## src/hdl/hcr_pkg.sv

```systemverilog
// ----------------------------------------------------------------------------
// hcr_pkg
// Shared types, constants and codes of the Harris corner response block.
// ----------------------------------------------------------------------------
package hcr_pkg;

    // frame geometry
    localparam int MAX_WIDTH   = 640;
    localparam int MAX_HEIGHT  = 480;
    localparam int STORE_DEPTH = MAX_WIDTH * MAX_HEIGHT;
    localparam int ADDR_W      = $clog2(STORE_DEPTH);
    localparam int WIDTH_W     = 10;
    localparam int HEIGHT_W    = 9;

    localparam logic [WIDTH_W-1:0]  MIN_WIDTH_V  = WIDTH_W'(4);
    localparam logic [WIDTH_W-1:0]  MAX_WIDTH_V  = WIDTH_W'(MAX_WIDTH);
    localparam logic [HEIGHT_W-1:0] MIN_HEIGHT_V = HEIGHT_W'(4);
    localparam logic [HEIGHT_W-1:0] MAX_HEIGHT_V = HEIGHT_W'(MAX_HEIGHT);
    localparam logic [ADDR_W-1:0]   RESET_TOTAL  = ADDR_W'(STORE_DEPTH);

    // configuration port
    localparam int CFG_IDX_W  = 1;
    localparam int CFG_DATA_W = 10;
    localparam logic [CFG_IDX_W-1:0] CFG_FRAME_WIDTH  = 1'b0;
    localparam logic [CFG_IDX_W-1:0] CFG_FRAME_HEIGHT = 1'b1;

    // opcodes
    localparam logic OP_LOAD = 1'b0;
    localparam logic OP_READ = 1'b1;

    // gray conversion
    localparam int GRAY_SUM_W = 22;
    localparam int PR_W       = 21;
    localparam int PG_W       = 22;
    localparam int PB_W       = 19;
    localparam logic [12:0] COEF_R = 13'd4899;
    localparam logic [13:0] COEF_G = 14'd9617;
    localparam logic [10:0] COEF_B = 11'd1868;
    localparam logic [GRAY_SUM_W-1:0] GRAY_ROUND = GRAY_SUM_W'(8192);

    // datapath widths
    localparam int PIX_W  = 8;
    localparam int GRAD_W = 11;
    localparam int PROD_W = 22;
    localparam int ACC_W  = 26;
    localparam int TR_W   = 27;
    localparam int MUL_W  = 54;
    localparam int RESP_W = 55;
    localparam int NUM_W  = 56;
    localparam int REM_W  = 64;
    localparam int QUO_W  = 8;
    localparam int BIT_W  = 3;

    // per pixel sequence: taps issued in steps 0..8, trace at 11,
    // products at 12, write back at 13
    localparam int STEP_W = 4;
    localparam logic [STEP_W-1:0] STEP_TAPS  = 4'd9;
    localparam logic [STEP_W-1:0] STEP_TRACE = 4'd11;
    localparam logic [STEP_W-1:0] STEP_MUL   = 4'd12;
    localparam logic [STEP_W-1:0] STEP_LAST  = 4'd13;
    localparam logic [1:0]        TAP_LAST   = 2'd2;
    localparam logic [1:0]        TAP_MID    = 2'd1;
    localparam logic [BIT_W-1:0]  BIT_TOP    = 3'd7;

    typedef enum logic [1:0] {
        PASS_BLUR,
        PASS_GRAD,
        PASS_MOMENT
    } pass_t;

    typedef enum logic [3:0] {
        ST_IDLE,
        ST_FLUSH,
        ST_BLUR,
        ST_GRAD,
        ST_MOMENT,
        ST_FETCH,
        ST_PREP,
        ST_DIVIDE,
        ST_RESULT
    } state_t;

    typedef struct packed {
        logic  load;
        logic  pass_start;
        pass_t pass_sel;
        logic  pass_run;
        logic  frame_done;
        logic  read_issue;
        logic  read_fetch;
        logic  div_prep;
        logic  div_step;
        logic  out_load;
        logic  out_zero;
    } cmd_t;

    typedef struct packed {
        logic load_last;
        logic pass_done;
        logic div_done;
    } status_t;

endpackage

```

## src/hdl/hcr_ctrl.sv

```systemverilog
// ----------------------------------------------------------------------------
// hcr_ctrl
// Sequencer: handshakes, frame compute passes and the normalizing divide.
// ----------------------------------------------------------------------------
module hcr_ctrl (
    input  logic             clk,
    input  logic             rst_n,
    input  logic             in_valid,
    output logic             in_ready,
    input  logic             opcode,
    output logic             out_valid,
    input  logic             out_ready,
    input  logic             cfg_we,
    input  hcr_pkg::status_t status,
    output hcr_pkg::cmd_t    cmd
);

    hcr_pkg::state_t state_reg, state_next;
    logic computed_reg, computed_next;
    logic out_valid_reg, out_valid_next;
    logic out_free;
    logic accept;

    assign out_free = !out_valid_reg || out_ready;
    assign in_ready = (state_reg == hcr_pkg::ST_IDLE) && ((opcode == hcr_pkg::OP_LOAD) || out_free);
    assign accept   = in_valid && in_ready;

    // next state
    always_comb
    begin
        state_next = state_reg;
        unique case (state_reg)
            hcr_pkg::ST_IDLE:
            begin
                if (accept)
                begin
                    if (opcode == hcr_pkg::OP_LOAD)
                    begin
                        if (status.load_last)
                        begin
                            state_next = hcr_pkg::ST_FLUSH;
                        end
                    end
                    else if (computed_reg)
                    begin
                        state_next = hcr_pkg::ST_FETCH;
                    end
                end
            end
            hcr_pkg::ST_FLUSH:
            begin
                state_next = hcr_pkg::ST_BLUR;
            end
            hcr_pkg::ST_BLUR:
            begin
                if (status.pass_done)
                begin
                    state_next = hcr_pkg::ST_GRAD;
                end
            end
            hcr_pkg::ST_GRAD:
            begin
                if (status.pass_done)
                begin
                    state_next = hcr_pkg::ST_MOMENT;
                end
            end
            hcr_pkg::ST_MOMENT:
            begin
                if (status.pass_done)
                begin
                    state_next = hcr_pkg::ST_IDLE;
                end
            end
            hcr_pkg::ST_FETCH:
            begin
                state_next = hcr_pkg::ST_PREP;
            end
            hcr_pkg::ST_PREP:
            begin
                state_next = hcr_pkg::ST_DIVIDE;
            end
            hcr_pkg::ST_DIVIDE:
            begin
                if (status.div_done)
                begin
                    state_next = hcr_pkg::ST_RESULT;
                end
            end
            hcr_pkg::ST_RESULT:
            begin
                if (out_free)
                begin
                    state_next = hcr_pkg::ST_IDLE;
                end
            end
            default:
            begin
                state_next = hcr_pkg::ST_IDLE;
            end
        endcase
    end

    // outputs
    always_comb
    begin
        cmd            = '0;
        cmd.pass_sel   = hcr_pkg::PASS_BLUR;
        computed_next  = computed_reg;
        unique case (state_reg)
            hcr_pkg::ST_IDLE:
            begin
                cmd.load       = accept && (opcode == hcr_pkg::OP_LOAD);
                cmd.read_issue = accept && (opcode == hcr_pkg::OP_READ) && computed_reg;
                cmd.out_zero   = accept && (opcode == hcr_pkg::OP_READ) && !computed_reg;
            end
            hcr_pkg::ST_FLUSH:
            begin
                cmd.pass_start = 1'b1;
                cmd.pass_sel   = hcr_pkg::PASS_BLUR;
            end
            hcr_pkg::ST_BLUR:
            begin
                cmd.pass_run   = 1'b1;
                cmd.pass_start = status.pass_done;
                cmd.pass_sel   = hcr_pkg::PASS_GRAD;
            end
            hcr_pkg::ST_GRAD:
            begin
                cmd.pass_run   = 1'b1;
                cmd.pass_start = status.pass_done;
                cmd.pass_sel   = hcr_pkg::PASS_MOMENT;
            end
            hcr_pkg::ST_MOMENT:
            begin
                cmd.pass_run   = 1'b1;
                cmd.frame_done = status.pass_done;
                if (status.pass_done)
                begin
                    computed_next = 1'b1;
                end
            end
            hcr_pkg::ST_FETCH:
            begin
                cmd.read_fetch = 1'b1;
            end
            hcr_pkg::ST_PREP:
            begin
                cmd.div_prep = 1'b1;
            end
            hcr_pkg::ST_DIVIDE:
            begin
                cmd.div_step = 1'b1;
            end
            hcr_pkg::ST_RESULT:
            begin
                cmd.out_load = out_free;
            end
            default:
            begin
                cmd = '0;
            end
        endcase
        if (cfg_we)
        begin
            computed_next = 1'b0;
        end
    end

    always_comb
    begin
        out_valid_next = out_valid_reg;
        if (cmd.out_load || cmd.out_zero)
        begin
            out_valid_next = 1'b1;
        end
        else if (out_ready)
        begin
            out_valid_next = 1'b0;
        end
    end

    always_ff @(posedge clk or negedge rst_n)
    begin
        if (!rst_n)
        begin
            state_reg     <= hcr_pkg::ST_IDLE;
            computed_reg  <= 1'b0;
            out_valid_reg <= 1'b0;
        end
        else
        begin
            state_reg     <= state_next;
            computed_reg  <= computed_next;
            out_valid_reg <= out_valid_next;
        end
    end

    assign out_valid = out_valid_reg;

endmodule

```

## config.mk

```make
export PLATFORM = sky130hd
export DESIGN_NAME = hcr_ctrl
export DESIGN_NICKNAME = d
export VERILOG_FILES = /design/src/hdl/hcr_pkg.sv /design/src/hdl/hcr_ctrl.sv
export SDC_FILE = /design/constraint.sdc
export NUM_CORES = 1
export LEC_CHECK = 0
export BUFFER_PORTS_ARGS = -buffer_cell sky130_fd_sc_hd__buf_2
export CORE_AREA = 8 8 45 47
export DETAILED_ROUTE_END_ITERATION = 7
export DIE_AREA = 0 0 53 55
export PLACE_DENSITY = 0.77
export SYNTH_ARGS = -nofsm -noshare
export SYNTH_HDL_FRONTEND = slang
export SYNTH_SLANG_ARGS = --single-unit
```

## constraint.sdc

```tcl
create_clock -name clk -period 4.65 [get_ports clk]
set_input_delay 0.6975 -clock clk [delete_from_list [all_inputs] [get_ports clk]]
set_output_delay 0.6975 -clock clk [all_outputs]
set_load 0.05 [all_outputs]
```

==> out/summary.log, run 1 <==
qor: synthesis.synthesis.area_per_instance 8.60 um2
qor: power.cellLeakagePower 0.305 nW
qor: detailed_routing.wire_per_inst 13.0 um
qor: die.fp.dieH 55 um
qor: power.ir_worst_vdd 0.322 mV
qor: die.die_area 2920 um2
qor: synthesis.synth.yosys.seq_area_share 31.2%
qor: clocking.clk-insertion-delay-late 240 ps
qor: grt.grt_antenna_before_repair 0
qor: synthesis.share_of_synthesized_flip_flops_with_an_asynchronous_set_or_reset 100%
qor: synthesis.ys.flop_type dfrtp_1
qor: finish.nets 88
qor: timing.worst_slew_margin_rel 72.4%
qor: run_status.result_of_the_run completed
qor: placement.placed_area 594 um2
qor: detailed_routing.via_count 508
qor: finish.largest_register_ff_count 4
qor: synthesis.mappedNetlistArea 482 um2
qor: finish.final.fill_count 147
qor: synthesis.number_of_nets_produced_by_synthesis 65
qor: finish.final-instance-count-excl-fill 93
qor: finish.layout_cell_share_with_drive_strength_beyond_1 41.6%
qor: synthesis.synth_cells 56
qor: clocking.cts_made_buffers 3
qor: timing.setup_total_negative_slack 0 ps
qor: detailed_routing.detail_route.first_pass.iterations 4
qor: timing.timing.final.crit_period 2480 ps
qor: clocking.cts_root_buf clkbuf_4
qor: setup_path.path_cells or4b_1 > nor2_1 > buf_2
qor: synthesis.synth_cell_type_count 29
qor: synthesis.cell_with_the_most_instances_after_synthesis nor2_1
qor: synthesis.yosys.area.top_type dfrtp_1
qor: clocking.clk_transition_reported_paths 40 ps
qor: synthesis.synth.cells.most_frequent 7 x nor2_1, 6 x dfrtp_1, 4 x nand2b_1, 4 x nor3_1
qor: power.power.density_cell_area 830 nW/um2
qor: timing.grt_setup_unrepaired no
qor: detailed_routing.ant_nets 0
qor: die.io_pins 23
qor: setup_path.worst-endpoint-required 3950 ps
qor: finish.post-route-cell-area 617 um2
qor: setup_path.rr_startpoint state_reg[1]
qor: min_path.hold_path.class primary input to async pin
qor: timing.achievable-frequency 403 MHz
qor: setup_path.crit_path_start state_reg[1]
qor: die.floorplan.rows 14
qor: synthesis.synth_seq_cells 6
qor: setup_path.cp_max_fo 14
qor: grt.grt_usage 8.89%
qor: placement.pre_cts_ws 2320 ps
qor: timing.drv_slew 0
qor: die.fp.dieW 53 um
qor: synthesis.synthTopCellsByArea dfrtp_1 31%, nor2_1 5.5%, nand2b_1 5.2%
qor: placement.numPortBuffers 22
qor: clocking.clockBufferDepth 2
qor: finish.fin_util 44.6%
qor: grt.global_route_wire_length_before_repair 1.97 mm
qor: timing.finalHoldViolations 0
qor: die.initial_core_util 34.8%
qor: detailed_routing.first_iter_violations 3
qor: placement.post-place-cells 90
qor: placement.detailedPlacementHpwl 993 um
qor: setup_path.timing.critical_path.arrival 1790 ps
qor: flow_run.cap_violations 0
qor: detailed_routing.drc 0
qor: placement.routabilityCongestion 0.808
qor: setup_path.worstSetupPathType flip-flop to output port
qor: grt.largest_net_degree_at_the_start_of_global_routing 16
qor: finish.flow.area_growth_from_synthesis 28.1%
qor: grt.overflow 0
qor: detailed_routing.totalWireLength 1.21 mm
qor: timing.timing_worst_slew_pin_value 413 ps
qor: clocking.clkSinkCount 6
qor: synthesis.yosys.area.top_type_share 31.2%
qor: finish.antennaDiodeCount 0
qor: clocking.post-cts-setup-buffers 0
qor: clocking.clock_tree_from_tritoncts yes
qor: timing.setup_viol 0
qor: setup_path.crit_path_max_incr_delay 650 ps
qor: synthesis.yosys_warnings 0
qor: clocking.cts_max_level 1
qor: detailed_routing.avgViaCountPerCell 5.46
qor: clocking.cts_hold_buf 0
qor: setup_path.worstSetupEndpointType output port
qor: synthesis.synth-edff-count 0
qor: timing.finalClockSkew 2.53 ps
qor: die.core_area 1380 um2
qor: setup_path.crit_path_start_kind flip-flop
qor: timing.min_period_over_period 53.4%
qor: clocking.cts.repair.resized 0
qor: timing.final_critical_path_setup_slack 2170 ps
qor: setup_path.worst_path_max_delay_cell or4b_1
qor: grt.grt_pass1_vias 487
==> layer usage <==
metal  part of all wire [%]  track usage, %  up-vias
li1                       -               -      254
met1                     43            10.0      241
met2                     49            14.6       11
met3                    6.5            2.67        2
met4                    1.4            5.17        0
met5                      0               0        -
==> layout make-up <==
class                      count  area [um2]  area share, %
timing repair buffer          22         110           17.8
inverter                       2        7.51           1.22
multi-input combinational     44         307           49.7
clock buffer                   3        22.5           3.65
sequential                     6         150           24.3
tap                           16        20.0           3.25
==> cell usage in the layout (no fill, tap or decap) <==
cell / synthesis / final
a211oi_1: 1 / 1
a21o_1: 1 / 1
a21oi_1: 1 / 1
a21oi_2: 1 / 1
a221oi_2: 1 / 1
a2bb2o_1: 1 / 1
a31oi_2: 1 / 1
buf_2: 2 / 22
clkbuf_4: 0 / 3
dfrtp_1: 6 / 6
inv_1: 2 / 2
mux2_1: 1 / 1
mux2_2: 1 / 1
mux2i_1: 1 / 1
nand2_1: 3 / 3
nand2b_1: 4 / 4
nand4_1: 1 / 1
nor2_1: 7 / 7
nor2b_1: 2 / 2
nor3_1: 4 / 4
nor3b_1: 2 / 2
nor4_1: 3 / 3
o21ai_0: 1 / 1
o311ai_0: 1 / 1
o32ai_2: 1 / 1
or3_1: 2 / 2
or3b_2: 1 / 1
or4_4: 1 / 1
or4b_1: 1 / 1
==> worst paths after layout <==
check,endpoint,slack (ps),depth (start not counted)
min,state_reg[2],270,1
max in group asynchronous,state_reg[3],4240,1
max reg2reg,state_reg[2],2460,5
min in group clk,computed_reg,580,2
min reg2reg,computed_reg,580,2
max,cmd[1],2170,3
==> power breakdown <==
part	internal [mW]	leakage (nW)	switching, mW
clock	0.0290	0.0138	0.0158
combinational	0.111	0.214	0.231
sequential	0.0726	0.0774	0.0524
total	0.212	0.305	0.299
==> worst max-delay path: cells and delay by family (launching register included) <==
| family | cells | cell delay, ps |
|---|---|---|
| and+or+nand+nor | 2 | 760 |
| buffers and inverters | 1 | 270 |
| DFF | 1 | 520 |
==> cell families (layout without fill, tap and decap cells) <==
group / after synthesis / count (layout) / synth area share (%)
buf+inv: 6 / 27 / 5.20
flops: 6 / 6 / 31.2
compound gates: 10 / 10 / 20.0
mux: 3 / 3 / 6.75
simple gates: 31 / 31 / 36.9
==> stage by stage <==
stage,hold slack [ps],power (mW)
floorplan,402,0.404
global placement,523,0.466
detailed placement,524,0.471
CTS,265,0.519
global route,265,0.556
finish,271,0.512
Note: power is estimated with default switching activity, not from simulation.
==> run 2, diff against run 1 <==
Settings changed: ABC_AREA set to 1, CORE_AREA 8 8 45 47 to unset, CORE_MARGIN set to 8, CORE_UTILIZATION set to 41, DIE_AREA 0 0 53 55 to unset, PLACE_DENSITY 0.77 to 0.85.
Clock period 4.65 ns to 2.1 ns, I/O delays scaled along.
==> out/summary.log, run 2 <==
qor: finish.final.fill_count 121
qor: synthesis.yosys.area.top_type_share 27.5%
qor: die.initial_core_util 43.1%
qor: setup_path.crit_path_start_kind flip-flop
qor: synthesis.yosys_warnings 0
qor: placement.numPortBuffers 22
qor: timing.timing.final.crit_period 2030 ps
qor: synthesis.yosys.area.top_type dfrtp_1
qor: die.die_area 2760 um2
qor: detailed_routing.first_iter_violations 28
qor: setup_path.worst-endpoint-required 1780 ps
qor: die.core_area 1270 um2
qor: detailed_routing.wire_per_inst 13.3 um
qor: synthesis.share_of_synthesized_flip_flops_with_an_asynchronous_set_or_reset 100%
qor: synthesis.synthesis.area_per_instance 6.08 um2
qor: run_status.result_of_the_run completed
qor: synthesis.synth_cells 90
qor: placement.post-place-cells 125
qor: die.io_pins 23
qor: power.cellLeakagePower 0.483 nW
qor: clocking.clock_tree_from_tritoncts yes
qor: timing.final_critical_path_setup_slack 68.4 ps
qor: timing.setup_viol 0
qor: placement.detailedPlacementHpwl 1.34 mm
qor: setup_path.cp_max_fo 7
qor: timing.finalClockSkew 3.36 ps
qor: detailed_routing.detail_route.first_pass.iterations 4
qor: synthesis.cell_with_the_most_instances_after_synthesis nand2_1
qor: timing.worst_slew_margin_rel 80.6%
qor: timing.setup_total_negative_slack 0 ps
qor: synthesis.synth_seq_cells 6
qor: finish.final_common_cell nand2_1
qor: detailed_routing.via_count 669
qor: synthesis.ys.flop_type dfrtp_1
qor: synthesis.synth.yosys.seq_area_share 27.5%
qor: grt.largest_net_degree_at_the_start_of_global_routing 10
qor: synthesis.number_of_nets_produced_by_synthesis 99
qor: die.floorplan.rows 13
qor: finish.flow.area_growth_from_synthesis 34.1%
qor: power.power.density_cell_area 1670 nW/um2
qor: setup_path.worstSetupPathType flip-flop to output port
qor: die.fp.dieW 52.5 um
qor: timing.achievable-frequency 492 MHz
qor: clocking.clockBufferDepth 2
qor: placement.routabilityCongestion 1.02
qor: detailed_routing.avgViaCountPerCell 5.11
qor: clocking.cts_root_buf clkbuf_4
qor: synthesis.mappedNetlistArea 547 um2
qor: synthesis.synth-edff-count 0
qor: detailed_routing.drc 0
qor: finish.final-instance-count-excl-fill 131
qor: timing.min_period_over_period 96.7%
qor: finish.antennaDiodeCount 0
qor: flow_run.cap_violations 0
qor: clocking.clk_transition_reported_paths 50 ps
qor: timing.grt_setup_unrepaired no
qor: finish.layout_cell_share_with_drive_strength_beyond_1 31.9%
qor: synthesis.synth.cells.most_frequent 23 x nand2_1, 19 x inv_1, 12 x nand3_1
qor: timing.timing_worst_slew_pin_value 291 ps
qor: grt.grt_usage 13.0%
qor: setup_path.worstSetupEndpointType output port
qor: detailed_routing.totalWireLength 1.75 mm
qor: synthesis.synth_cell_type_count 17
qor: clocking.clk-insertion-delay-late 260 ps
qor: detailed_routing.ant_nets 0
qor: finish.nets 127
qor: placement.pre_cts_ws 293 ps
qor: setup_path.timing.critical_path.arrival 1720 ps
qor: grt.overflow 0
qor: grt.global_route_wire_length_before_repair 2.67 mm
qor: clocking.cts_made_buffers 3
qor: synthesis.synthTopCellsByArea dfrtp_1 27%, nand2_1 16%, inv_1 13%
qor: power.ir_worst_vdd 0.875 mV
qor: clocking.cts_max_level 1
qor: timing.fin_worst_hold_slack 197 ps
qor: die.fp.dieH 52.5 um
qor: timing.drv_slew 0
qor: finish.largest_register_ff_count 4
qor: grt.grt_antenna_before_repair 0
qor: finish.mostFrequentLayoutCells 23 x nand2_1, 21 x buf_2, 19 x inv_1
qor: min_path.hold_path.class primary input to flip-flop
qor: timing.finalHoldViolations 0
qor: clocking.clkSinkCount 6
qor: grt.grt_pass1_vias 627
[run 2: where the power goes]
part	switching, mW	total [mW]	internal [mW]
clock network	0.0545	0.120	0.0655
logic	0.632	0.875	0.243
registers	0.0715	0.226	0.155
[run 2: logic make-up after synthesis]
group / count (synthesis) / synth area share (%)
buffers and inverters: 22 / 16.7
AND/OR/NAND/NOR: 58 / 50.6
flip-flops: 6 / 27.5
AO/OA/AOI/OAI: 4 / 5.26
[run 2: timing repair]
item | 4_1_cts | 5_1_grt
hold endpoints to repair | 6 | 0
setup buffers | 0 | 2
setup endpoints to repair | 0 | 3
gates resized for setup | 0 | 2
hold buffers | 1 | 0
[run 2: final timing paths]
path	from	slack (ps)	end	cells after the start
min in group asynchronous	rst_n	430	state_reg[3]	2
worst min register to register	out_valid	550	out_valid	2
worst max-delay path	state_reg[0]	70	cmd[5]	6
max in group asynchronous	rst_n	1520	state_reg[2]	2
worst min-delay path	cfg_we	200	computed_reg	2
worst max register to register	state_reg[0]	650	state_reg[1]	8
[run 2: final cells by class]
type                            count  area (um2)  area share (%)
Clock buffer                        3        22.5            3.07
Inverter                           20        75.1            10.2
Multi-Input combinational cell     62         329            44.9
Sequential cell                     6         150            20.5
Tap cell                           15        18.8            2.56
Timing Repair Buffer               25         138            18.8
[run 2: worst max-delay path, cell delays in order, from the launching register on]
cell      delay, ps
dfrtp_1         470
nor2_4          220
nand2_1         130
nor2_4          130
nand2_1         130
nor3_4          120
clkbuf_4        240
[run 2: metal layers]
layer / vias up / track usage [%] / wire [um]
met5: - / 0 / 0
met2: 40 / 20.4 / 863
met3: 7 / 5.40 / 152
met4: 0 / 6.03 / 32
met1: 291 / 15.0 / 696
li1: 331 / - / -
[run 2: through the flow]
step	power (mW)	area (um2)	utilization [%]
2_1_floorplan	0.904	566	-
3_3_place_gp	1.05	678	53.5
3_5_place_dp	1.05	678	53.5
4_1_cts	1.18	711	56.0
5_1_grt	1.31	733	57.8
6_report	1.22	733	57.8
